--- config.mk ---
export PLATFORM = sky130hd
export DESIGN_NAME = pcpa_ram
export DESIGN_NICKNAME = d
export VERILOG_FILES = /design/src/hdl/per_cpu_page_allocator_with_steal_top_macros.svh /design/src/hdl/pcpa_ram.sv
export SDC_FILE = /design/constraint.sdc
export NUM_CORES = 1
export LEC_CHECK = 0
export ABC_AREA = 0
export BUFFER_PORTS_ARGS = -buffer_cell sky130_fd_sc_hd__buf_4
export CORE_ASPECT_RATIO = 0.75
export CORE_MARGIN = 2
export CORE_UTILIZATION = 45
export CTS_BUF_LIST = sky130_fd_sc_hd__clkbuf_4
export CTS_CLUSTER_SIZE = 40
export DETAILED_ROUTE_END_ITERATION = 10
export SLEW_MARGIN = 20
export SYNTH_ARGS = -nofsm -noshare
export SYNTH_HDL_FRONTEND = slang
export SYNTH_SLANG_ARGS = --single-unit
--- constraint.sdc ---
create_clock -name clk_i -period 1.95 [get_ports clk_i]
set_input_delay 0.195 -clock clk_i [delete_from_list [all_inputs] [get_ports clk_i]]
set_output_delay 0.195 -clock clk_i [all_outputs]
set_load 0.01 [all_outputs]
--- src/hdl/per_cpu_page_allocator_with_steal_top_macros.svh ---
// ----------------------------------------------------------------------------
// Page allocator assertion macros
// Shared concurrent assertion forms, clocked on clk_i and disabled in reset.
// ----------------------------------------------------------------------------
`ifndef PER_CPU_PAGE_ALLOCATOR_WITH_STEAL_TOP_MACROS_SVH
`define PER_CPU_PAGE_ALLOCATOR_WITH_STEAL_TOP_MACROS_SVH

// Condition must hold at every clock edge.
`define PCPA_ASSERT_ALWAYS(lbl, cond, msg) \
  lbl: assert property (@(posedge clk_i) disable iff (!rst_ni) (cond)) else $error(msg);

// Consequent must hold in the same cycle as the antecedent.
`define PCPA_ASSERT_IMP(lbl, ante, cons, msg) \
  lbl: assert property (@(posedge clk_i) disable iff (!rst_ni) (ante) |-> (cons)) \
    else $error(msg);

// Consequent must hold in the cycle after the antecedent.
`define PCPA_ASSERT_NXT(lbl, ante, cons, msg) \
  lbl: assert property (@(posedge clk_i) disable iff (!rst_ni) (ante) |=> (cons)) \
    else $error(msg);

`endif

--- src/hdl/pcpa_ram.sv ---
// ----------------------------------------------------------------------------
// Generic RAM
// One write port and one read port with registered read data.
// ----------------------------------------------------------------------------
module pcpa_ram #(
  parameter int WIDTH = 8,
  parameter int DEPTH = 16
) (
  input  logic                     clk_i,
  input  logic                     we_i,
  input  logic [$clog2(DEPTH)-1:0] waddr_i,
  input  logic [WIDTH-1:0]         wdata_i,
  input  logic [$clog2(DEPTH)-1:0] raddr_i,
  output logic [WIDTH-1:0]         rdata_o
);

  logic [WIDTH-1:0] mem_q [DEPTH];

  always_ff @(posedge clk_i) begin
    if (we_i) begin
      mem_q[waddr_i] <= wdata_i;
    end
    rdata_o <= mem_q[raddr_i];
  end

endmodule

## Word-level counts from Yosys, hierarchy flattened

Memory sizes are Yosys's and may differ from the RTL's. A register that Yosys moved wholly into a read port is not among the register bits.
Index checks and enable logic that the tools add are counted.

| storage, ports and cells | value |
|---|---|
| flip-flop bits (word level) | 0 |
| RAM bits | 128 |
| input bits | 18 |
| output and inout port bits | 8 |
| memories kept | 1 |

| operators by class | value |
|---|---|
| muxes and demuxes | 2 |

Memory list:

| memory | words | bits a word | read ports | clocked after memory_dff | wr ports | line | RTL |
|---|---|---|---|---|---|---|---|
| mem_q | 16 | 8 | 1 | 1 | 1 | pcpa_ram.sv:17 | `logic [WIDTH-1:0] mem_q [DEPTH];` |

Operator list:

| operator | number |
|---|---|
| $mux W1 | 2 |

## Logic depth before layout (Yosys ltp)

Gate-level depths: netlist of the first run.

| depth | value |
|---|---|
| word-level depth | 2 |
| gate-level depth with buffers | 5 |

## Worst setup path before layout of the first run

No wires, ideal clock.

| timing path | value |
|---|---|
| path kind | input -> register |
| from | input waddr_i[2] |
| to | memory mem_q[0][0] (enable) |
| library setup time | 0.383 ns |
| arrival time | 1.305 ns |
| required time | 1.567 ns |
| setup slack | 0.262 ns |
| cell stages on the path | 2 |
| buffers on the path | 0 |
| cell sequence | or3b_2 > nor3_1 |

RTL lines:

| item | line | RTL |
|---|---|---|
| start: declaration | pcpa_ram.sv:11 | `input logic [$clog2(DEPTH)-1:0] waddr_i,` |
| end: declaration | pcpa_ram.sv:17 |  |

No word-level cell before the write port.

==> impl_metrics.csv, run 1 <==
group,metric,value,unit
outcome,outcome,"complete, no violations",
synthesis,syn_inst,229,
setup_path,worst_setup_path_end_kind,"flop",
synthesis,synth_edf_count,128,
clocking,htreeDepth,4,
synthesis,synthFlopType,"edfxtp_1",
flow_run,drv_cap,0,
timing,fin_skew,0.0228,ns
die,die_y,96.6,um
finish,syn_to_final_growth,17.6,%
drt,viasPerCell,5.40,
clocking,clock_path_buffers,2,
synthesis,synth_area_per_cell,22.5,um2
setup_path,arrival,1.85,ns
timing,setup_tns,0,ns
placement,port_buffers,25,
die,rows,33,
synthesis,synthAdderAreaFrac,0,
grt,grt_pass1_vias,2445,
synthesis,ys_seq_elements,136,
clocking,post-cts-setup-buffers,0,
synthesis,synthTopCellsByCount,"edfxtp_1 (128), mux4_2 (18), a22oi_1 (16)",
die,dieArea,12300,um2
clocking,cts_tree,"built",
synthesis,synth_area,5150,um2
grt,grt_pass1_wl,15000,um
finish,final_cells,446,
clocking,cts_buffers,17,
drt,ant_nets,0,
power_and_ir_drop,ir_drop,0.000697,V
synthesis,synth_top_family_by_area,"multiplexers",
setup_path,rrSetupSlack,0.53,ns
clocking,path_clk_slew,0.12,ns
timing,fmax,705,MHz
placement,dp_cells,406,
synthesis,synth_compound_area_frac,0.0233,
clocking,cts_sinks,136,
timing,hold_viol,0,
placement,gp_congestion,0.720,
drt,finalWirelength,10000,um
setup_path,required,2.39,ns
setup_path,critical_path.endpoint,"rdata_o[1]",
timing,relSlewSlack,0.706,
grt,antenna_found_initial,0,
setup_path,path_class,"flop to flop",
synthesis,yosysSeqAreaShare,0.778,
die,start_util,0.467,
clocking,cts_resized,0,
setup_path,rr_endpoint,"rdata_o[1]",
placement,dpl.hpwl,6180,um
finish,drive_above_1_share,0.320,
worst_hold_path,hp-class,"input pin to flop",
synthesis,yosys.area_share.simple,0.0318,
die,die_w,127,um
timing,holdWs,0.183,ns
die,num_io_pins,26,
grt,grt_start_max_net_pins,22,
timing,fin_crit,1.42,ns
synthesis,ys.warnings.count,0,
synthesis,synthesis.nets,247,
finish,final_nets,311,
clocking,clk_latency,0.53,ns
die,core-area,11000,um2
synthesis,synthXorXnorAreaFrac,0,
setup_path,crit_path_start_kind,"flop",
synthesis,synthMuxAreaShare,0.150,
timing,max_slew.worst_pin.slew,0.441,ns
timing,maxSlewViolCount,0,
drt,drtPass1Iterations,4,
synthesis,synth_top_area_cell,"edfxtp_1",
timing,setup_viol,0,
grt,grt.overflow.total,0,
timing,finalCritPeriodShare,0.727,
setup_path,r2r-start,"mem_q[1][1]",
setup_path,startpoint,"mem_q[1][1]",
setup_path,reg2reg_depth,3,
power_and_ir_drop,p_per_area,954,nW/um2
finish,diodes,0,
synthesis,yosys-top-cells-area,"edfxtp_1 (75%), mux4_2 (7.9%), mux4_1 (7.1%)",
drt,drtIter0Drc,231,
power_and_ir_drop,p_leak,2.06,nW
power_and_ir_drop,total_power,5.78,mW
synthesis,synth.distinct_cells,19,
synthesis,synth_top_area_frac,0.747,
drt,num_vias,2409,
drt,drcViolationCount,0,
grt,grt_usage,0.176,
setup_path,cp_max_fo,1,
clocking,cts_root_buffer,"clkbuf_4",
drt,wire_per_inst,22.4,um
synthesis,synthArstFlopShare,0,
synthesis,synth_most_common_cell,"edfxtp_1",
timing,rsz0062_at_grt,"no",
-- logic make-up (layout without fill, tap and decap cells) --
| logic type | count (synthesis) | count (layout) |
|---|---|---|
| flip-flops | 136 | 136 |
| AND/OR/NAND/NOR | 35 | 35 |
| buffers and inverters | 10 | 87 |
| AO/OA/AOI/OAI | 16 | 16 |
| multiplexers | 32 | 32 |
-- worst min path at each step --
stage                     from      endpoint  slack (ns)  cells past startpoint
global placement    wdata_i[5]   mem_q[6][5]        0.50                      1
CTS                 waddr_i[1]  mem_q[12][2]        0.14                      3
finish              waddr_i[0]  mem_q[12][2]        0.18                      3
global route        waddr_i[1]   mem_q[0][1]        0.15                      3
floorplan           wdata_i[0]   mem_q[0][0]        0.29                      0
detailed placement  wdata_i[5]   mem_q[6][5]        0.52                      1
-- final cells by class --
type | count | area (um2)
clock buffer | 19 | 143
timing repair buffer | 55 | 470
multi-input combinational | 83 | 1060
tap | 140 | 175
fill | 866 | 4970
sequential | 136 | 4000
clock inverter | 13 | 205
-- routing by layer --
layer / global-route usage / wire, um / part of all wire / vias to the layer above
met2: 0.262 / 4610 / 0.46 / 43
li1: - / - / - / 1101
met3: 0.0465 / 323 / 0.032 / 11
met4: 0.0583 / 110 / 0.011 / 0
met1: 0.255 / 4950 / 0.50 / 1254
met5: 0 / 0 / 0 / -
-- layout by cell type (no fill, tap or decap) --
cell type      count
clkinv_2           3
and2b_1            1
mux4_1            14
nor2_1            13
nor2b_1            1
nand3b_1           2
mux4_2            18
nand3_1            1
clkinv_4           2
or3b_2             1
dlygate4sd3_1      8
dfxtp_1            8
buf_4             44
bufinv_16          5
clkbuf_4          19
edfxtp_1         128
and2_1             1
nor3_1             4
clkinvlp_4         3
a22oi_1           16
nand2b_1           2
nand2_1            9
buf_12             3
-- report_power, final --
part	internal (mW)	total (mW)	switching [mW]
registers	3.26	3.28	0.0214
clock network	1.17	2.14	0.973
logic	0.169	0.350	0.181
total	4.60	5.78	1.18
-- flip-flops by register name (all words and copies together), names as in the netlist --
signal / flops
mem_q: 128
rdata_o: 8
-- stage by stage --
| step | cell area, um2 | setup slack [ns] | util |
|---|---|---|---|
| 4_1_cts | 6050 | 0.509 | 0.549 |
| 3_5_place_dp | 5630 | 0.283 | 0.510 |
| 5_1_grt | 6050 | 0.469 | 0.549 |
| 2_1_floorplan | 5150 | 0.262 | - |
| 3_3_place_gp | 5630 | 0.301 | 0.510 |
| 6_report | 6050 | 0.532 | 0.549 |
-- critical path, cell delays in order (launching register included) --
cell and delay (ns):
edfxtp_1 0.39, mux4_1 0.52, a22oi_1 0.33, nand2_1 0.09
-- what timing repair did --
action,4_1_cts,5_1_grt
hold buffers,8,0
hold endpoints to repair,128,0
endpoints found under the setup margin,0,0
Power figures use the tool's default switching activity.
==> run 2, diff against run 1 <==
--- a/config.mk
+++ b/config.mk
@@ -5,7 +5,7 @@
 export SDC_FILE = /design/constraint.sdc
 export NUM_CORES = 1
 export LEC_CHECK = 0
-export ABC_AREA = 0
+export ABC_AREA = 1
 export BUFFER_PORTS_ARGS = -buffer_cell sky130_fd_sc_hd__buf_4
 export CORE_ASPECT_RATIO = 0.75
 export CORE_MARGIN = 2
==> constraint.sdc (replaced) <==
create_clock -name clk_i -period 1.25 [get_ports clk_i]
set_input_delay 0.125 -clock clk_i [delete_from_list [all_inputs] [get_ports clk_i]]
set_output_delay 0.125 -clock clk_i [all_outputs]
set_load 0.01 [all_outputs]
==> run 2 against run 1 <==
  * Sequential power up 56%
  * Register-to-register slack worse by 0.29 ns
  * Non-clock buffer count up 7
  * Critical endpoint is now rdata_o[7]
  * Critical path depth down 2
  * Combinational power up 110%
  * Count of clock-buffer cells in the layout down 1
  * Clock power up 52%
  * First-iteration DRC count up 90%
==> impl_metrics.csv, run 2 <==
group,metric,value,unit
placement,dpl_cell_area,6280,um2
clocking,path_clk_slew,0.11,ns
finish,final_common_cell,"nand2_1",
power_and_ir_drop,p_leak,2.91,nW
setup_path,rrSetupSlack,0.24,ns
drt,top_layer,"met4",
grt,grt_start_max_net_pins,54,
timing,worst_slack,0.0656,ns
power_and_ir_drop,clock_power_share,0.358,
clocking,cts_buffers,17,
synthesis,synth.distinct_cells,12,
placement,dp_cells,746,
placement,gp_congestion,0.881,
setup_path,cp_cell_sequence,"buf_4",
finish,syn_to_final_growth,16.3,%
timing,setup_viol,0,
drt,wl_met3,886,um
setup_path,worst_setup_path_end_kind,"output port",
drt,viasPerCell,4.85,
power_and_ir_drop,p_comb_frac,0.080,
finish,top_register,"mem_q",
timing,fin_crit,1.18,ns
synthesis,synthesis.nets,569,
finish,fillers,1079,
drt,drtIter0Drc,438,
finish,top_regs,"mem_q (128), rdata_o (8)",
synthesis,synth_top_area_frac,0.667,
die,die_y,102,um
timing,fin_skew,0.0164,ns
placement,place_ws,0.0842,ns
power_and_ir_drop,seqPwrFrac,0.563,
timing,setup_tns,0,ns
outcome,outcome,"complete, no violations",
timing,rsz0062_at_grt,"no",
die,core-area,12400,um2
synthesis,yosysSeqAreaShare,0.694,
grt,grt_usage,0.209,
setup_path,path_class,"flop to output port",
die,dieArea,13700,um2
synthesis,ys_seq_elements,136,
setup_path,reg2reg_depth,6,
setup_path,required,1.12,ns
synthesis,syn_inst,551,
setup_path,crit_path_start_kind,"flop",
setup_path,cp_max_fo,1,
clocking,cts_sinks,136,
synthesis,synthTopCellsByCount,"nand2_1 (173), edfxtp_1 (128), inv_1 (100)",
power_and_ir_drop,swShare,0.233,
finish,final_util,0.541,
timing,max_slew.worst_pin.slew,0.327,ns
synthesis,synth_area_per_cell,10.5,um2
clocking,clock_path_buffers,2,
setup_path,crit_buf_inv,1,
synthesis,synth_top_area_cell,"edfxtp_1",
setup_path,cp_top_family,"flip-flops",
worst_hold_path,worstHoldPathCells,4,
setup_path,arrival,1.06,ns
drt,met2WireLength,5610,um
drt,met1_length,6600,um
drt,drcViolationCount,0,
power_and_ir_drop,switchingPower,2.12,mW
worst_hold_path,hold_path_startpoint,"raddr_i[2]",
power_and_ir_drop,internal_power,6.98,mW
clocking,post-cts-setup-buffers,0,
grt,grt_pass1_vias,3541,
setup_path,cpPeakStageDelay,0.40,ns
worst_hold_path,hp-class,"input pin to flop",
clocking,cts_tree,"built",
timing,maxSlewViolCount,0,
die,start_util,0.465,
drt,finalWirelength,13300,um
timing,relSlewSlack,0.782,
synthesis,synthFlopType,"edfxtp_1",
placement,dpl.hpwl,8470,um
finish,drive_above_1_share,0.140,
finish,layout_common_cells,"nand2_1 (173), edfxtp_1 (128), inv_1 (100), nand3_1 (97), buf_4 (47)",
drt,num_vias,3814,
die,rows,35,
flow_run,drv_cap,0,
clocking,htreeDepth,4,
die,die_w,135,um
finish,final_cells,787,
grt,antenna_found_initial,0,
placement,port_buffers,25,
synthesis,synth_most_common_cell,"nand2_1",
setup_path,r2r-start,"mem_q[2][3]",
finish,final_nets,626,
clocking,clk_latency,0.52,ns
drt,wire_per_inst,16.9,um
synthesis,synth_edf_count,128,
synthesis,ys.warnings.count,0,
timing,finalCritPeriodShare,0.948,
setup_path,cp_slowest_cell,"dfxtp_1",
finish,largest_reg_flops,128,
finish,final_cell_area,6710,um2
worst_hold_path,whs_endpoint,"rdata_o[0]",
setup_path,rr_endpoint,"rdata_o[3]",
die,num_io_pins,26,
synthesis,synth_area,5770,um2
grt,grt_pass1_wl,20700,um
synthesis,yosys-top-cells-area,"edfxtp_1 (67%), nand2_1 (11%), nand3_1 (8.4%)",
timing,hold_viol,0,
power_and_ir_drop,ir_drop,0.000872,V
drt,drtPass1Iterations,5,
finish,diodes,0,
synthesis,synthArstFlopShare,0,
power_and_ir_drop,p_per_area,1360,nW/um2
clocking,cts_root_buffer,"clkbuf_4",
timing,fmax,844,MHz
grt,grt.overflow.total,0,
drt,ant_nets,0,
-- run 2: changes by cell type after synthesis, sizes merged, moves of 3 or more --
| cell | delta |
|---|---|
| nand2 | +164 |
| inv | +102 |
| nand3 | +96 |
| mux4 | -32 |
| buf | +17 |
| a22oi | -16 |
| nor2 | +4 |
| nor3 | -4 |
| clkdlybuf4s25 | -3 |
-- run 2: final cells by class --
type                            instances  area (um2)  share of cell area
Tap cell                              166         208              0.0310
Clock inverter                         14         200              0.0299
Multi-Input combinational cell        289        1210               0.181
Sequential cell                       136        4000               0.597
Timing Repair Buffer                   62         563              0.0840
Clock buffer                           18         135              0.0201
Inverter                              102         383              0.0571
-- run 2: through the flow --
step,power (mW),hold WS (ns)
after floorplan,5.59,0.224
after global placement,5.93,0.461
after detailed placement,5.93,0.465
after CTS,9.18,0.0156
after global routing,9.44,0.0213
final,9.10,0.0446
-- run 2: metal layers --
metal  vias to the layer above  global-route usage
met4                         0              0.0753
li1                       1886                   -
met1                      1779               0.326
met5                         -                   0
met2                       131               0.288
met3                        18              0.0446
-- run 2: power by group through the flow --
| stage | sequential, mW | combinational (mW) | clock [mW] |
|---|---|---|---|
| final | 5.12 | 0.725 | 3.26 |
| after global routing | 5.13 | 0.803 | 3.51 |
| after CTS | 5.12 | 0.731 | 3.32 |
| after detailed placement | 5.23 | 0.708 | 0 |
| after global placement | 5.23 | 0.700 | 0 |
| after floorplan | 5.23 | 0.360 | 0 |
-- run 2: cell families (layout without fill, tap and decap cells) --
| logic type | count (synthesis) | after routing | synth area share |
|---|---|---|---|
| AND/OR/NAND/NOR | 289 | 289 | 0.210 |
| flip-flops | 136 | 136 | 0.694 |
| buffers and inverters | 126 | 196 | 0.0952 |
-- run 2: worst max-delay path by stage --
stage | start | endpoint | slack (ns) | depth (start not counted)
floorplan | waddr_i[2] | mem_q[10][0] | 0.17 | 2
global placement | raddr_i[0] | rdata_o[1] | 0.10 | 8
detailed placement | raddr_i[0] | rdata_o[1] | 0.08 | 8
CTS | rdata_o[7] | rdata_o[7] | 0.05 | 1
global route | rdata_o[7] | rdata_o[7] | 0.02 | 1
finish | rdata_o[7] | rdata_o[7] | 0.07 | 1
-- run 2: repair_timing --
item                                    in CTS  in global routing
resized for setup                            0                  0
hold endpoints to repair                   136                  0
endpoints found under the setup margin       0                  0
hold buffers                                 9                  0
