### config.mk
export PLATFORM = sky130hd
export DESIGN_NAME = pcpa_seq_flat
export DESIGN_NICKNAME = d
export VERILOG_FILES = /design/src/hdl/pcpa_pkg.sv /design/src/hdl/pcpa_if.sv /design/src/hdl/pcpa_seq.sv /design/src/flat_wrapper.sv
export VERILOG_INCLUDE_DIRS = /design/src /design/src/hdl
export SDC_FILE = /design/constraint.sdc
export NUM_CORES = 1
export LEC_CHECK = 0
export BUFFER_PORTS_ARGS = -buffer_cell sky130_fd_sc_hd__buf_2
export CORE_MARGIN = 2
export CORE_UTILIZATION = 55
export CTS_CLUSTER_DIAMETER = 80
export DETAILED_ROUTE_END_ITERATION = 16
export PLACE_DENSITY = 0.89
export RECOVER_POWER = 50
export REMOVE_ABC_BUFFERS = 1
export SETUP_SLACK_MARGIN = 0.15
export SLEW_MARGIN = 20
export SYNTH_ARGS = -nofsm -noshare
export SYNTH_HDL_FRONTEND = slang
export SYNTH_SLANG_ARGS = --single-unit
### constraint.sdc
create_clock -name clk_i -period 4.6 [get_ports clk_i]
set_input_delay 0.23 -clock clk_i [delete_from_list [all_inputs] [get_ports clk_i]]
set_output_delay 0.23 -clock clk_i [all_outputs]
set_load 0.05 [all_outputs]
### src/hdl/per_cpu_page_allocator_with_steal_top_macros.svh
// ----------------------------------------------------------------------------
// Page allocator assertion macros
// Shared concurrent assertion forms, clocked on clk_i and disabled in reset.
// ----------------------------------------------------------------------------
`ifndef PER_CPU_PAGE_ALLOCATOR_WITH_STEAL_TOP_MACROS_SVH
`define PER_CPU_PAGE_ALLOCATOR_WITH_STEAL_TOP_MACROS_SVH

// Condition must hold at every clock edge.
`define PCPA_ASSERT_ALWAYS(lbl, cond, msg) \
  lbl: assert property (@(posedge clk_i) disable iff (!rst_ni) (cond)) else $error(msg);

// Consequent must hold in the same cycle as the antecedent.
`define PCPA_ASSERT_IMP(lbl, ante, cons, msg) \
  lbl: assert property (@(posedge clk_i) disable iff (!rst_ni) (ante) |-> (cons)) \
    else $error(msg);

// Consequent must hold in the cycle after the antecedent.
`define PCPA_ASSERT_NXT(lbl, ante, cons, msg) \
  lbl: assert property (@(posedge clk_i) disable iff (!rst_ni) (ante) |=> (cons)) \
    else $error(msg);

`endif

### src/hdl/pcpa_pkg.sv
// ----------------------------------------------------------------------------
// Page allocator package
// Sizes, codes, shared types and helper functions of the page allocator.
// ----------------------------------------------------------------------------
package pcpa_pkg;

  localparam int NUM_CPUS   = 8;
  localparam int NUM_PAGES  = 32768;
  localparam int PAGE_BYTES = 4096;

  localparam int ADDR_W    = 32;
  localparam int CPU_W     = 3;
  localparam int STATUS_W  = 2;
  localparam int CFG_IDX_W = 1;

  localparam int CPU_IDX_W = (NUM_CPUS > 1) ? $clog2(NUM_CPUS) : 1;
  localparam int PG_W      = $clog2(NUM_PAGES);
  localparam int PB_W      = $clog2(PAGE_BYTES);
  localparam int APG_W     = ADDR_W - PB_W;
  localparam int BPG_W     = APG_W + 1;
  localparam int CNT_W     = $clog2(NUM_PAGES + 1);

  localparam logic [ADDR_W-1:0] POOL_START_RST = 32'h8000_0000;
  localparam logic [ADDR_W-1:0] POOL_STOP_RST  = 32'h8800_0000;

  localparam logic [CFG_IDX_W-1:0] CFG_POOL_START = 1'b0;
  localparam logic [CFG_IDX_W-1:0] CFG_POOL_STOP  = 1'b1;

  typedef enum logic {
    CMD_ALLOC = 1'b0,
    CMD_FREE  = 1'b1
  } pcpa_cmd_e;

  typedef enum logic [STATUS_W-1:0] {
    STS_OK       = 2'd0,
    STS_OOM      = 2'd1,
    STS_BAD_FREE = 2'd2
  } pcpa_status_e;

  // One entry of the next-link memory.
  typedef struct packed {
    logic            ok;
    logic [PG_W-1:0] pg;
  } pcpa_link_t;

  localparam int LINK_W = $bits(pcpa_link_t);

  // Pool settings as seen by the sequencer.
  typedef struct packed {
    logic [BPG_W-1:0]  bpage;
    logic [ADDR_W-1:0] stop;
  } pcpa_cfg_t;

  // Finished result handed to the output register.
  typedef struct packed {
    logic            valid;
    pcpa_status_e    status;
    logic            addr_en;
    logic [PG_W-1:0] pg;
  } pcpa_res_t;

  // CPU index taken modulo NUM_CPUS.
  function automatic logic [CPU_IDX_W-1:0] cpu_wrap(input logic [CPU_W-1:0] v);
    logic [CPU_W+1:0] r;
    r = {2'b00, v};
    for (int i = 0; i < (2 ** CPU_W); i++) begin
      if (r >= (CPU_W + 2)'(NUM_CPUS)) begin
        r = r - (CPU_W + 2)'(NUM_CPUS);
      end
    end
    return CPU_IDX_W'(r);
  endfunction

  // First managed page number: pool start rounded up to a page boundary.
  function automatic logic [BPG_W-1:0] base_page(input logic [ADDR_W-1:0] start);
    return {1'b0, start[ADDR_W-1:PB_W]} + BPG_W'(|start[PB_W-1:0]);
  endfunction

endpackage

### src/hdl/pcpa_if.sv
// ----------------------------------------------------------------------------
// Page allocator channels
// Request and response channels with valid/ready handshake.
// ----------------------------------------------------------------------------
interface pcpa_req_if
  import pcpa_pkg::*;
();
  logic              valid;
  logic              ready;
  logic              cmd;
  logic [CPU_W-1:0]  cpu;
  logic [ADDR_W-1:0] free_addr;

  modport source (output valid, cmd, cpu, free_addr, input ready);
  modport sink   (input valid, cmd, cpu, free_addr, output ready);
endinterface


### src/hdl/pcpa_seq.sv
// ----------------------------------------------------------------------------
// Page allocator sequencer
// Holds the per-CPU list heads and runs push, pop and steal walks over the
// shared next-link memory port.
// ----------------------------------------------------------------------------
`include "per_cpu_page_allocator_with_steal_top_macros.svh"

module pcpa_seq
  import pcpa_pkg::*;
(
  input  logic              clk_i,
  input  logic              rst_ni,
  pcpa_req_if.sink          req_i,
  input  pcpa_cfg_t         cfg_i,
  output pcpa_res_t         res_o,
  input  logic              res_ready_i,
  output logic              ram_we_o,
  output logic [PG_W-1:0]   ram_waddr_o,
  output pcpa_link_t        ram_wdata_o,
  output logic [PG_W-1:0]   ram_raddr_o,
  input  pcpa_link_t        ram_rdata_i
);

  typedef enum logic [10:0] {
    S_IDLE     = 11'b000_0000_0001,
    S_DISP     = 11'b000_0000_0010,
    S_FREE     = 11'b000_0000_0100,
    S_POP      = 11'b000_0000_1000,
    S_GOT_H    = 11'b000_0001_0000,
    S_GOT_FAST = 11'b000_0010_0000,
    S_GOT_SLOW = 11'b000_0100_0000,
    S_GOT_TMP  = 11'b000_1000_0000,
    S_RD_SLOW  = 11'b001_0000_0000,
    S_CUT      = 11'b010_0000_0000,
    S_EMIT     = 11'b100_0000_0000
  } pcpa_state_e;

  pcpa_state_e state_q, state_d;

  logic                 cmd_q, cmd_d;
  logic [CPU_IDX_W-1:0] cpu_q, cpu_d;
  logic [ADDR_W-1:0]    addr_q, addr_d;
  logic [PG_W-1:0]      head_q [NUM_CPUS];
  logic [PG_W-1:0]      head_d [NUM_CPUS];
  logic [NUM_CPUS-1:0]  hok_q, hok_d;
  logic [CPU_IDX_W-1:0] vic_q, vic_d;
  logic [PG_W-1:0]      h_q, h_d;
  logic [PG_W-1:0]      slow_q, slow_d;
  logic [PG_W-1:0]      tmp_q, tmp_d;
  logic [PG_W-1:0]      hnext_q, hnext_d;
  logic                 hnok_q, hnok_d;
  logic [CNT_W-1:0]     k_q, k_d;
  pcpa_status_e         sts_q, sts_d;
  logic                 aen_q, aen_d;
  logic [PG_W-1:0]      rpg_q, rpg_d;

  logic                 vic_found;
  logic [CPU_IDX_W-1:0] vic_sel;
  logic [APG_W-1:0]     apage;
  logic [BPG_W-1:0]     diff;
  logic                 free_ok;
  logic [CNT_W-1:0]     k_inc;

  // First other CPU with a non-empty list, in index order.
  always_comb begin
    vic_found = 1'b0;
    vic_sel   = '0;
    for (int j = 0; j < NUM_CPUS; j++) begin
      if (!vic_found && (CPU_IDX_W'(j) != cpu_q) && hok_q[j]) begin
        vic_found = 1'b1;
        vic_sel   = CPU_IDX_W'(j);
      end
    end
  end

  // Free address check against the pool window.
  assign apage   = addr_q[ADDR_W-1:PB_W];
  assign diff    = {1'b0, apage} - cfg_i.bpage;
  assign free_ok = (addr_q[PB_W-1:0] == '0) && ({1'b0, apage} >= cfg_i.bpage) &&
                   (addr_q < cfg_i.stop) && (diff < BPG_W'(NUM_PAGES));
  assign k_inc   = k_q + CNT_W'(1);

  always_comb begin
    state_d = state_q;
    cmd_d   = cmd_q;
    cpu_d   = cpu_q;
    addr_d  = addr_q;
    head_d  = head_q;
    hok_d   = hok_q;
    vic_d   = vic_q;
    h_d     = h_q;
    slow_d  = slow_q;
    tmp_d   = tmp_q;
    hnext_d = hnext_q;
    hnok_d  = hnok_q;
    k_d     = k_q;
    sts_d   = sts_q;
    aen_d   = aen_q;
    rpg_d   = rpg_q;

    req_i.ready  = 1'b0;
    ram_we_o     = 1'b0;
    ram_waddr_o  = slow_q;
    ram_wdata_o  = '0;
    ram_raddr_o  = slow_q;
    res_o        = '0;

    case (state_q)
      S_IDLE: begin
        req_i.ready = 1'b1;
        if (req_i.valid) begin
          cmd_d   = req_i.cmd;
          cpu_d   = cpu_wrap(req_i.cpu);
          addr_d  = req_i.free_addr;
          state_d = S_DISP;
        end
      end
      S_DISP: begin
        sts_d = STS_OK;
        aen_d = 1'b0;
        rpg_d = '0;
        if (cmd_q == CMD_FREE) begin
          state_d = S_FREE;
        end else if (hok_q[cpu_q]) begin
          h_d         = head_q[cpu_q];
          ram_raddr_o = head_q[cpu_q];
          state_d     = S_POP;
        end else if (vic_found) begin
          vic_d       = vic_sel;
          h_d         = head_q[vic_sel];
          slow_d      = head_q[vic_sel];
          ram_raddr_o = head_q[vic_sel];
          k_d         = '0;
          state_d     = S_GOT_H;
        end else begin
          sts_d   = STS_OOM;
          state_d = S_EMIT;
        end
      end
      S_FREE: begin
        if (free_ok) begin
          ram_we_o       = 1'b1;
          ram_waddr_o    = diff[PG_W-1:0];
          ram_wdata_o.ok = hok_q[cpu_q];
          ram_wdata_o.pg = head_q[cpu_q];
          head_d[cpu_q]  = diff[PG_W-1:0];
          hok_d[cpu_q]   = 1'b1;
        end else begin
          sts_d = STS_BAD_FREE;
        end
        state_d = S_EMIT;
      end
      S_POP: begin
        head_d[cpu_q] = ram_rdata_i.ok ? ram_rdata_i.pg : '0;
        hok_d[cpu_q]  = ram_rdata_i.ok;
        aen_d         = 1'b1;
        rpg_d         = h_q;
        state_d       = S_EMIT;
      end
      S_GOT_H: begin
        hnext_d = ram_rdata_i.pg;
        hnok_d  = ram_rdata_i.ok;
        if (ram_rdata_i.ok) begin
          ram_raddr_o = ram_rdata_i.pg;
          state_d     = S_GOT_FAST;
        end else begin
          state_d = S_RD_SLOW;
        end
      end
      S_GOT_FAST: begin
        if (ram_rdata_i.ok) begin
          tmp_d       = ram_rdata_i.pg;
          ram_raddr_o = slow_q;
          state_d     = S_GOT_SLOW;
        end else begin
          state_d = S_RD_SLOW;
        end
      end
      S_GOT_SLOW: begin
        slow_d      = ram_rdata_i.ok ? ram_rdata_i.pg : '0;
        ram_raddr_o = tmp_q;
        state_d     = S_GOT_TMP;
      end
      S_GOT_TMP: begin
        k_d = k_inc;
        if (ram_rdata_i.ok && (k_inc != CNT_W'(NUM_PAGES))) begin
          ram_raddr_o = ram_rdata_i.pg;
          state_d     = S_GOT_FAST;
        end else begin
          state_d = S_RD_SLOW;
        end
      end
      S_RD_SLOW: begin
        ram_raddr_o = slow_q;
        state_d     = S_CUT;
      end
      S_CUT: begin
        // The victim keeps what follows the middle page.
        head_d[vic_q] = ram_rdata_i.ok ? ram_rdata_i.pg : '0;
        hok_d[vic_q]  = ram_rdata_i.ok;
        ram_we_o      = 1'b1;
        ram_waddr_o   = slow_q;
        // When the middle is the head itself the stolen part is one page.
        if (slow_q == h_q) begin
          head_d[cpu_q] = '0;
          hok_d[cpu_q]  = 1'b0;
        end else begin
          head_d[cpu_q] = hnext_q;
          hok_d[cpu_q]  = hnok_q;
        end
        aen_d   = 1'b1;
        rpg_d   = h_q;
        state_d = S_EMIT;
      end
      S_EMIT: begin
        res_o.valid   = 1'b1;
        res_o.status  = sts_q;
        res_o.addr_en = aen_q;
        res_o.pg      = rpg_q;
        if (res_ready_i) begin
          state_d = S_IDLE;
        end
      end
      default: begin
        state_d = S_IDLE;
      end
    endcase
  end

  always_ff @(posedge clk_i or negedge rst_ni) begin
    if (!rst_ni) begin
      state_q <= S_IDLE;
      hok_q   <= '0;
      k_q     <= '0;
    end else begin
      state_q <= state_d;
      hok_q   <= hok_d;
      k_q     <= k_d;
    end
  end

  always_ff @(posedge clk_i) begin
    cmd_q   <= cmd_d;
    cpu_q   <= cpu_d;
    addr_q  <= addr_d;
    head_q  <= head_d;
    vic_q   <= vic_d;
    h_q     <= h_d;
    slow_q  <= slow_d;
    tmp_q   <= tmp_d;
    hnext_q <= hnext_d;
    hnok_q  <= hnok_d;
    sts_q   <= sts_d;
    aen_q   <= aen_d;
    rpg_q   <= rpg_d;
  end

  `PCPA_ASSERT_IMP(a_wr_state, ram_we_o, (state_q == S_FREE) || (state_q == S_CUT), "link write outside push or cut")
  `PCPA_ASSERT_NXT(a_acc_disp, req_i.valid && req_i.ready, state_q == S_DISP, "accepted request not dispatched")
  `PCPA_ASSERT_ALWAYS(a_walk_bound, k_q <= CNT_W'(NUM_PAGES), "walk counter past page count")
  `PCPA_ASSERT_NXT(a_one_page, (state_q == S_CUT) && (slow_q == h_q), !hok_q[cpu_q], "single stolen page left on requester list")

endmodule

### src/flat_wrapper.sv
// flat-port wrapper written by rule: the top's interface ports become plain ports
module pcpa_seq_flat import pcpa_pkg::*;
  (clk_i, rst_ni, cfg_i, res_o, res_ready_i, ram_we_o, ram_waddr_o, ram_wdata_o, ram_raddr_o, ram_rdata_i, req_i_valid, req_i_cmd, req_i_cpu, req_i_free_addr, req_i_ready);
  pcpa_req_if req_i_i ();
  input  logic clk_i;
  input  logic rst_ni;
  input  pcpa_cfg_t cfg_i;
  output pcpa_res_t res_o;
  input  logic res_ready_i;
  output logic ram_we_o;
  output logic [PG_W-1:0] ram_waddr_o;
  output pcpa_link_t ram_wdata_o;
  output logic [PG_W-1:0] ram_raddr_o;
  input  pcpa_link_t ram_rdata_i;
  input wire logic [$bits(req_i_i.valid)-1:0] req_i_valid;
  input wire logic [$bits(req_i_i.cmd)-1:0] req_i_cmd;
  input wire logic [$bits(req_i_i.cpu)-1:0] req_i_cpu;
  input wire logic [$bits(req_i_i.free_addr)-1:0] req_i_free_addr;
  output wire logic [$bits(req_i_i.ready)-1:0] req_i_ready;
  assign req_i_i.valid = req_i_valid;
  assign req_i_i.cmd = req_i_cmd;
  assign req_i_i.cpu = req_i_cpu;
  assign req_i_i.free_addr = req_i_free_addr;
  assign req_i_ready = req_i_i.ready;
  pcpa_seq u_core (.clk_i(clk_i), .rst_ni(rst_ni), .req_i(req_i_i), .cfg_i(cfg_i), .res_o(res_o), .res_ready_i(res_ready_i), .ram_we_o(ram_we_o), .ram_waddr_o(ram_waddr_o), .ram_wdata_o(ram_wdata_o), .ram_raddr_o(ram_raddr_o), .ram_rdata_i(ram_rdata_i));
endmodule
Word-level counts from Yosys, hierarchy flattened
Index checks and enable logic that the tools add are counted.
{"block": "word_totals", "elab_cells": 207, "reg_bits": 273, "in_bits": 109, "output_inout_bits": 67}
{"block": "classes", "bitwise_logic": 10, "eq_ne": 27, "order_cmp": 12, "n_addsub": 2, "n_reduce_logical": 49, "muxes": 84}
{"cell": "$bwmux 120", "count": 4}
{"cell": "$pmux 120 s3", "count": 1}
{"cell": "$mux 15", "count": 18}
{"cell": "$mux 120", "count": 2}
{"cell": "$and 120x120->120", "count": 1}
{"cell": "$not 120->120", "count": 1}
{"cell": "$pmux 11 s9", "count": 1}
{"cell": "$bmux 15 s3", "count": 2}
{"cell": "$demux 15 s3", "count": 2}
{"cell": "$mux 16", "count": 5}
{"cell": "$pmux 15 s2", "count": 2}
{"cell": "$pmux 15 s4", "count": 1}
{"cell": "$mux 11", "count": 5}
{"cell": "$lt 32x32->1", "count": 1}
{"cell": "$pmux 16 s2", "count": 1}
{"cell": "$mux 9", "count": 3}
{"cell": "$bwmux 8", "count": 3}
{"cell": "$pmux 8 s3", "count": 1}
{"cell": "$logic_and 1x1->1", "count": 23}
{"cell": "$ge 20x21->1", "count": 1}
{"cell": "$lt 21x16->1 const B", "count": 1}
{"cell": "$sub 20x21->21", "count": 1}
{"cell": "$mux 19", "count": 1}
{"cell": "$add 16x1->16 const B", "count": 1}
{"cell": "other kinds (44)", "count": 102}

Longest topological paths before layout
Gate-level depths: netlist of run 1.
{"block": "depth", "depth_word": 39, "ltp_mapped": 13, "ltp_nobuf": 12}

Worst setup path after synthesis of run 1
No wires, ideal clock.
{"block": "synth_timing", "path_kind": "reg-to-reg", "from": "register u_core.addr_q[14]", "to": "register (tool-made name)", "setup_time_ps": 431, "path_stages_with_launch": 12, "period_less_slack_ps": 4402, "n_path_buf": 1, "setup_slack_ps": 198, "required_ps": 4169, "arrival_ps": 3971, "cell_sequence": "edfxtp_1 > ha_1 > o21a_1 > o31a_1 > o211ai_2 > o21a_1 > o41a_1 > o21ai_0 > xnor2_1 > nand4b_1 > buf_2 > o41ai_1"}
{"item": "start, declared", "line": "pcpa_seq.sv:42", "source": "logic [ADDR_W-1:0] addr_q, addr_d;"}
{"item": "start signal, assigned", "line": "pcpa_seq.sv:245", "source": "addr_q <= addr_d;"}

Worst setup path after layout of run 1
{"block": "layout_timing", "from": "register u_core.cpu_q[1]", "to": "output ram_raddr_o[3]"}
{"block": "layout_via", "elab_chain_cells": 39, "word_cells_on_any_way": 59, "classes_between": "eq/ne (7); mux (27); bitwise (2); reduce/logical (23)"}
{"item": "start, declared", "line": "pcpa_seq.sv:41", "source": "logic [CPU_IDX_W-1:0] cpu_q, cpu_d;"}
{"item": "start signal, assigned", "line": "pcpa_seq.sv:244", "source": "cpu_q <= cpu_d;"}
{"item": "$reduce_bool 3->1", "line": "pcpa_seq.sv:69", "source": "if (!vic_found && (CPU_IDX_W'(j) != cpu_q) && hok_q[j]) begin"}
{"item": "$logic_and 1x1->1", "line": "pcpa_seq.sv:69"}
{"item": "$mux 1", "line": "pcpa_seq.sv:69"}
{"item": "$logic_not 1->1", "line": "pcpa_seq.sv:69"}
{"item": "$logic_and 1x1->1 (2 in series)", "line": "pcpa_seq.sv:69"}
{"item": "$mux 1", "line": "pcpa_seq.sv:69"}
{"item": "$logic_not 1->1", "line": "pcpa_seq.sv:69"}
{"item": "$logic_and 1x1->1 (2 in series)", "line": "pcpa_seq.sv:69"}
{"item": "[20 not listed]"}
{"item": "$mux 3", "line": "pcpa_seq.sv:69"}
{"item": "$not 3->4 (implied by the code)", "line": "pcpa_seq.sv:132", "source": "ram_raddr_o = head_q[vic_sel];"}
{"item": "$bmux 15 s3", "line": "pcpa_seq.sv:132"}
{"item": "$mux 15 (implied by the code) (2 in series)", "line": "pcpa_seq.sv:132"}
{"item": "$mux 15"}
{"item": "$mux 15 *", "line": "pcpa_seq.sv:124", "source": "end else if (hok_q[cpu_q]) begin"}
{"item": "$mux 15 *", "line": "pcpa_seq.sv:122", "source": "if (cmd_q == CMD_FREE) begin"}
{"item": "$pmux 15 s4 *", "line": "pcpa_seq.sv:108", "source": "case (state_q)"}
{"item": "end, declared", "line": "flat_wrapper.sv:13", "source": "output logic [PG_W-1:0] ram_raddr_o;"}
Every way passes the cells marked *; elsewhere a longest branch is shown, timed or not. The select of a mux whose other input is x is not followed.

==> results_dict.tcl, run 1 <==
set metrics [dict create \
    status "finished with violations" \
    violations "capacitance limit, slew limit" \
    cts_htree_levels 1 \
    std_cell_rows 66 \
    synth.distinct_cells 84 \
    crit_fanout 31 \
    synth-seq-cells 273 \
    hp-start "req_i_free_addr[6]" \
    start_kind "flip-flop" \
    synth_edf_count 238 \
    async_flop_share 0.128 \
    whs_path_depth 2 \
    drtIter0Drc 3429 \
    clk_pin_slew_worst_paths_ps 70 \
    rsz0062_at_grt "false" \
    antenna_found_initial 1 \
    layout.nets 2056 \
    area_delta_synth_final_pct 16.2 \
    fmax_mhz 225 \
    grt-ovfl-total 0 \
    slew_headroom -0.279 \
    dr.pass1.iters 10 \
    syn_area_mm2 0.0179 \
    crit_path_end_kind "output port" \
    avgSynthCellArea_um2 10.5 \
    slew_viol_final 69 \
    drt-total-wl_um 64000 \
    criticalPathCategory "flip-flop to output port" \
    viasPerCell 7.39 \
    r2r_setup_slack_ps 330 \
    fin_crit_sh 0.968 \
    vias 17400 \
    hold_viol 0 \
    drive_gt1_frac 0.177 \
    wl_per_cell_um 27.1 \
    placed_cells 2243 \
    irDropWorstVdd_mv 0.446 \
    grt_pass1_vias 16800 \
    r2r-start "u_core.state_q[7]" \
    clock_latency_ps 590 \
    io_pins 176 \
    worstHoldPathType "primary input to flip-flop" \
    synth_cells 1706 \
    grt_start_max_net_pins 37 \
    io_buffer_count 175 \
    cts.path.max_buffers 3 \
    r2r-end "u_core.rpg_q[6]" \
    r2r_cells 9 \
    clock_sinks 273 \
    cp.arrival_ps 4220 \
    grtUsageTotal 0.370 \
    coreArea_mm2 0.0323 \
    cts_tree "done" \
    instances_no_fill 2359 \
    grt_pass1_wl_um 95800 \
    setup_viol 0 \
    synth_flop_cell "edfxtp_1" \
    die_area_mm2 0.0340 \
    period_needed_ps 4450 \
    clock_skew_ps 22.5 \
    hold-path-endpoint "u_core.addr_q[6]" \
    maxCapViolations 2 \
    cts_buffers 29 \
    hpwlAfterDp_um 42700 \
    drtAntennaViolNets 0 \
    ys_seq_area_frac 0.449 \
    die_h_um 184 \
    die_w_um 184 \
    clock-root-buffer "clkbuf_16" \
    leakagePower_nw 8.17 \
    place_congestion 1.02 \
    worstMarginPinSlew_ps 1920 \
    cp_data_required_time_ps 4370 \
    drc 0 \
    initial_utilization 0.554 \
    powerDensity_mw_per_mm2 454 \
    synth_warnings 0 \
    power_mw 9.43 \
]
==> critical path: stages (launching register included) <==
cell,delay (ps)
edfxtp_1,520
buf_4,280
nand2_1,250
o22ai_1,160
o21ai_0,320
and2_0,200
buf_6,340
mux2i_1,330
mux2i_1,170
a211oi_1,460
nand2_1,110
a32o_1,270
buf_2,220
==> cell families (layout without fill, tap and decap cells) <==
logic type / count (synthesis) / count (layout) / share of synthesized area
AND/OR/NAND/NOR: 392 / 392 / 0.114
XOR/XNOR: 33 / 33 / 0.0162
other: 0 / 1 / 0
adder cells (fa/ha/maj): 53 / 53 / 0.0375
multiplexers: 137 / 137 / 0.106
buffers and inverters: 223 / 433 / 0.0517
flip-flops: 273 / 273 / 0.449
AO/OA/AOI/OAI: 595 / 595 / 0.225
==> layer usage <==
layer | share of wire | global-route usage | wire length [um]
met4 | 0.079 | 0.235 | 5070
met5 | 0 | 0 | 0
met3 | 0.16 | 0.124 | 10200
met2 | 0.43 | 0.559 | 27500
met1 | 0.33 | 0.457 | 21200
==> stage by stage <==
stage                     hold WS (ps)  TNS [ps]  worst slack [ps]  instance area [um^2]  utilization
after global placement             340         0               879                 19200        0.596
after global routing               352         0              89.8                 20800        0.643
after detailed placement           345         0               809                 19200        0.596
after CTS                          266         0               194                 20800        0.643
after floorplan                  -65.6   -123900             -1300                 17300            -
final                              344         0               149                 20800        0.643
==> cell usage in the layout (no fill, tap or decap), types with 26 or more instances in the layout <==
cell / count
nand2_1: 87
nor2_1: 87
dlygate4sd3_1: 54
clkbuf_16: 29
ha_1: 52
and2_1: 52
dfrtp_1: 34
a221oi_1: 121
inv_1: 78
buf_2: 130
a21oi_1: 207
o21ai_0: 83
buf_4: 59
clkbuf_1: 56
mux4_2: 40
o22ai_1: 26
mux2i_1: 79
edfxtp_1: 238
==> timing repair <==
item | in CTS | in global routing
buffers inserted | 0 | 8
gates resized for setup | 0 | 10
setup endpoints to repair | 0 | 26
hold endpoints to repair | 102 | 0
hold buffers | 54 | 0
==> cell type report <==
class,instances,area [um^2]
tap,442,553
multi-input combinational,1210,8990
antenna,1,2.50
sequential,273,8020
clock inverter,17,211
timing repair buffer,300,1910
inverter,80,312
clock buffer,36,772
fill,2372,11500
==> cell usage after synthesis, types with 5 or more instances <==
library cell	instances	area, um^2
buf_1	9	33.8
and2_1	62	388
o21ai_0	85	425
ha_1	52	651
and4b_1	5	50.1
o21ai_1	10	50.1
buf_2	31	155
a221oi_1	121	1060
inv_1	78	293
nand3_1	21	105
a22oi_1	8	60.1
nor3_1	24	120
nor4_1	12	75.1
mux2i_1	80	801
a311oi_1	7	61.3
clkbuf_1	94	353
buf_4	6	45.0
o31ai_1	11	82.6
a21oi_1	207	1040
mux4_2	40	901
and3_1	9	56.3
nand2_1	87	327
a31oi_1	7	43.8
nand4b_1	6	52.6
a211oi_1	17	128
xor2_1	18	158
a21o_1	21	158
nand4_1	16	100
nor2_1	92	345
o211ai_1	6	45.0
edfxtp_1	238	7150
nand2b_1	19	119
nor2b_1	12	75.1
mux2_2	17	191
dfrtp_1	34	851
o2111ai_1	10	87.6
o22ai_1	26	163
xnor2_1	15	131
==> where the power goes <==
group	internal [mW]	switching (mW)
logic	1.23	2.54
registers	3.03	0.157
clock network	1.42	1.05
==> worst max path at each step <==
stage                       from        endpoint  slack, ps
6_report         u_core.cpu_q[1]  ram_raddr_o[3]        150
5_1_grt        u_core.addr_q[12]  ram_waddr_o[7]         90
4_1_cts          u_core.cpu_q[0]  ram_raddr_o[4]        190
3_5_place_dp   u_core.addr_q[12]       flip-flop        810
3_3_place_gp   u_core.addr_q[12]       flip-flop        880
2_1_floorplan    u_core.cpu_q[0]  ram_raddr_o[1]      -1300
Power figures use the tool's default switching activity.
==> run 2, diff against run 1 <==
--- a/config.mk
+++ b/config.mk
@@ -13,3 +13,3 @@
 export DETAILED_ROUTE_END_ITERATION = 16
-export PLACE_DENSITY = 0.89
+export PLACE_DENSITY = 0.84
 export RECOVER_POWER = 50
==> constraint.sdc (replaced) <==
create_clock -name clk_i -period 4.6 [get_ports clk_i]
set_input_delay 0.69 -clock clk_i [delete_from_list [all_inputs] [get_ports clk_i]]
set_output_delay 0.69 -clock clk_i [all_outputs]
set_load 0.05 [all_outputs]
==> results_dict.tcl, run 2 (synthesis gave the netlist of run 1 again) <==
set metrics [dict create \
    combPwrFrac 0.428 \
    utilization 0.646 \
    violations "capacitance limit, slew limit" \
    worst_hold_slack_ps 286 \
    die_area_mm2 0.0340 \
    drtAntennaViolNets 0 \
    place_area_mm2 0.0195 \
    setup_viol 0 \
    cts_tree "done" \
    switching_power_mw 3.80 \
    status "finished with violations" \
    seq_power_share 0.337 \
    cts_buffers 29 \
    r2r_cells 11 \
    vias 17200 \
    coreArea_mm2 0.0323 \
    fmax_mhz 221 \
    rsz0062_at_grt "false" \
    grt-ovfl-total 0 \
    antenna_found_initial 1 \
    std_cell_rows 66 \
    layout.nets 2047 \
    instances_no_fill 2343 \
    setup-tns-final_ps 0 \
    start_kind "flip-flop" \
    grt_pass1_vias 16600 \
    viasPerCell 7.33 \
    maxCapViolations 3 \
    hold_viol 0 \
    area_delta_synth_final_pct 16.7 \
    worstHoldPathType "primary input to flip-flop" \
    powerDensity_mw_per_mm2 455 \
    drt-total-wl_um 63900 \
    place_congestion 1.00 \
    crit_path_end_kind "output port" \
    die_w_um 184 \
    grt_start_max_net_pins 39 \
    clock-root-buffer "clkbuf_16" \
    swShare 0.400 \
    clk_pin_slew_worst_paths_ps 60 \
    p_int_mw 5.69 \
    clock_power_share 0.236 \
    criticalPathCategory "flip-flop to output port" \
    cp_data_required_time_ps 3910 \
    stdcell_area_mm2 0.0209 \
    fill_cells 2498 \
    initial_utilization 0.554 \
    final_common_cell "edfxtp_1" \
    slew_viol_final 112 \
    drive_gt1_frac 0.227 \
    die_h_um 184 \
    crit_fanout 17 \
    clock_latency_ps 580 \
    cp.arrival_ps 3840 \
    io_pins 176 \
    hpwlAfterDp_um 43300 \
    worstMarginPinSlew_ps 2040 \
    dr.pass1.iters 8 \
    period_needed_ps 4530 \
    placed_cells 2275 \
    drc 0 \
    final_cell_mix "edfxtp_1 (238), a21oi_1 (204), buf_2 (140)" \
    cts_htree_levels 1 \
    whs_path_depth 1 \
    clock_skew_ps 14.2 \
    grt_pass1_wl_um 94300 \
    grtUsageTotal 0.365 \
    drtIter0Drc 3276 \
    cts.path.max_buffers 3 \
    fin_crit_sh 0.984 \
    wl_per_cell_um 27.3 \
    ctsHoldBuffers 0 \
    slew_headroom -0.358 \
    io_buffer_count 175 \
    irDropWorstVdd_mv 0.385 \
    leakagePower_nw 8.31 \
    clock_sinks 273 \
]
-- run 2: worst max-delay path, stage by stage (launching register included) --
cell	delay, ps
edfxtp_1	540
buf_6	210
nand2b_1	180
buf_4	180
o22ai_2	170
nand3_1	130
o221a_4	340
clkbuf_16	220
mux4_2	290
a21oi_1	430
o211ai_1	290
buf_4	280
-- run 2: stage by stage --
stage | setup WS [ps] | power [mW]
2_1_floorplan | -1760 | 5.56
3_3_place_gp | 322 | 6.76
3_5_place_dp | 188 | 6.88
4_1_cts | 151 | 9.15
5_1_grt | 61.8 | 9.75
6_report | 71.6 | 9.49
-- run 2: power groups by stage --
stage                     registers, mW  clock network (mW)  logic [mW]
after CTS                          3.17                2.22        3.76
after floorplan                    3.23                   0        2.32
final                              3.19                2.24        4.06
after detailed placement           3.23                   0        3.65
after global routing               3.21                2.31        4.24
after global placement             3.22                   0        3.54
-- run 2: metal layers --
metal,track usage,share of wire,up-vias
met1,0.456,0.34,8079
met3,0.129,0.16,379
met5,0,0,-
met4,0.218,0.067,0
met2,0.545,0.43,1677
li1,-,-,7034
-- run 2: repair_timing --
action / 4_1_cts / 5_1_grt
gates cloned: 1 / 3
pin swaps: 4 / 9
setup endpoints to repair: 47 / 47
resized for setup: 27 / 62
setup buffers: 8 / 9
-- run 2: final timing paths --
| path | start | to | slack, ps |
|---|---|---|---|
| setup / recovery | u_core.cpu_q[1] | ram_raddr_o[11] | 70 |
| hold / removal | req_i_cpu[1] | u_core.cpu_q[1] | 290 |
| setup reg to reg | u_core.state_q[1] | flip-flop | 460 |
| hold reg to reg | u_core.k_q[15] | u_core.k_q[15] | 520 |
| max in group asynchronous | rst_ni | u_core.k_q[1] | 2710 |
| min in group asynchronous | rst_ni | u_core.k_q[11] | 650 |
-- run 2: area by class of cell --
type / count / area (um^2) / share of cell area
Clock buffer: 34 / 774 / 0.0371
Tap cell: 442 / 553 / 0.0265
Sequential cell: 273 / 8030 / 0.385
Inverter: 80 / 317 / 0.0152
Antenna cell: 1 / 2.50 / 0.000120
Clock inverter: 12 / 85.1 / 0.00408
Timing Repair Buffer: 291 / 1910 / 0.0914
Multi-Input combinational cell: 1210 / 9200 / 0.441
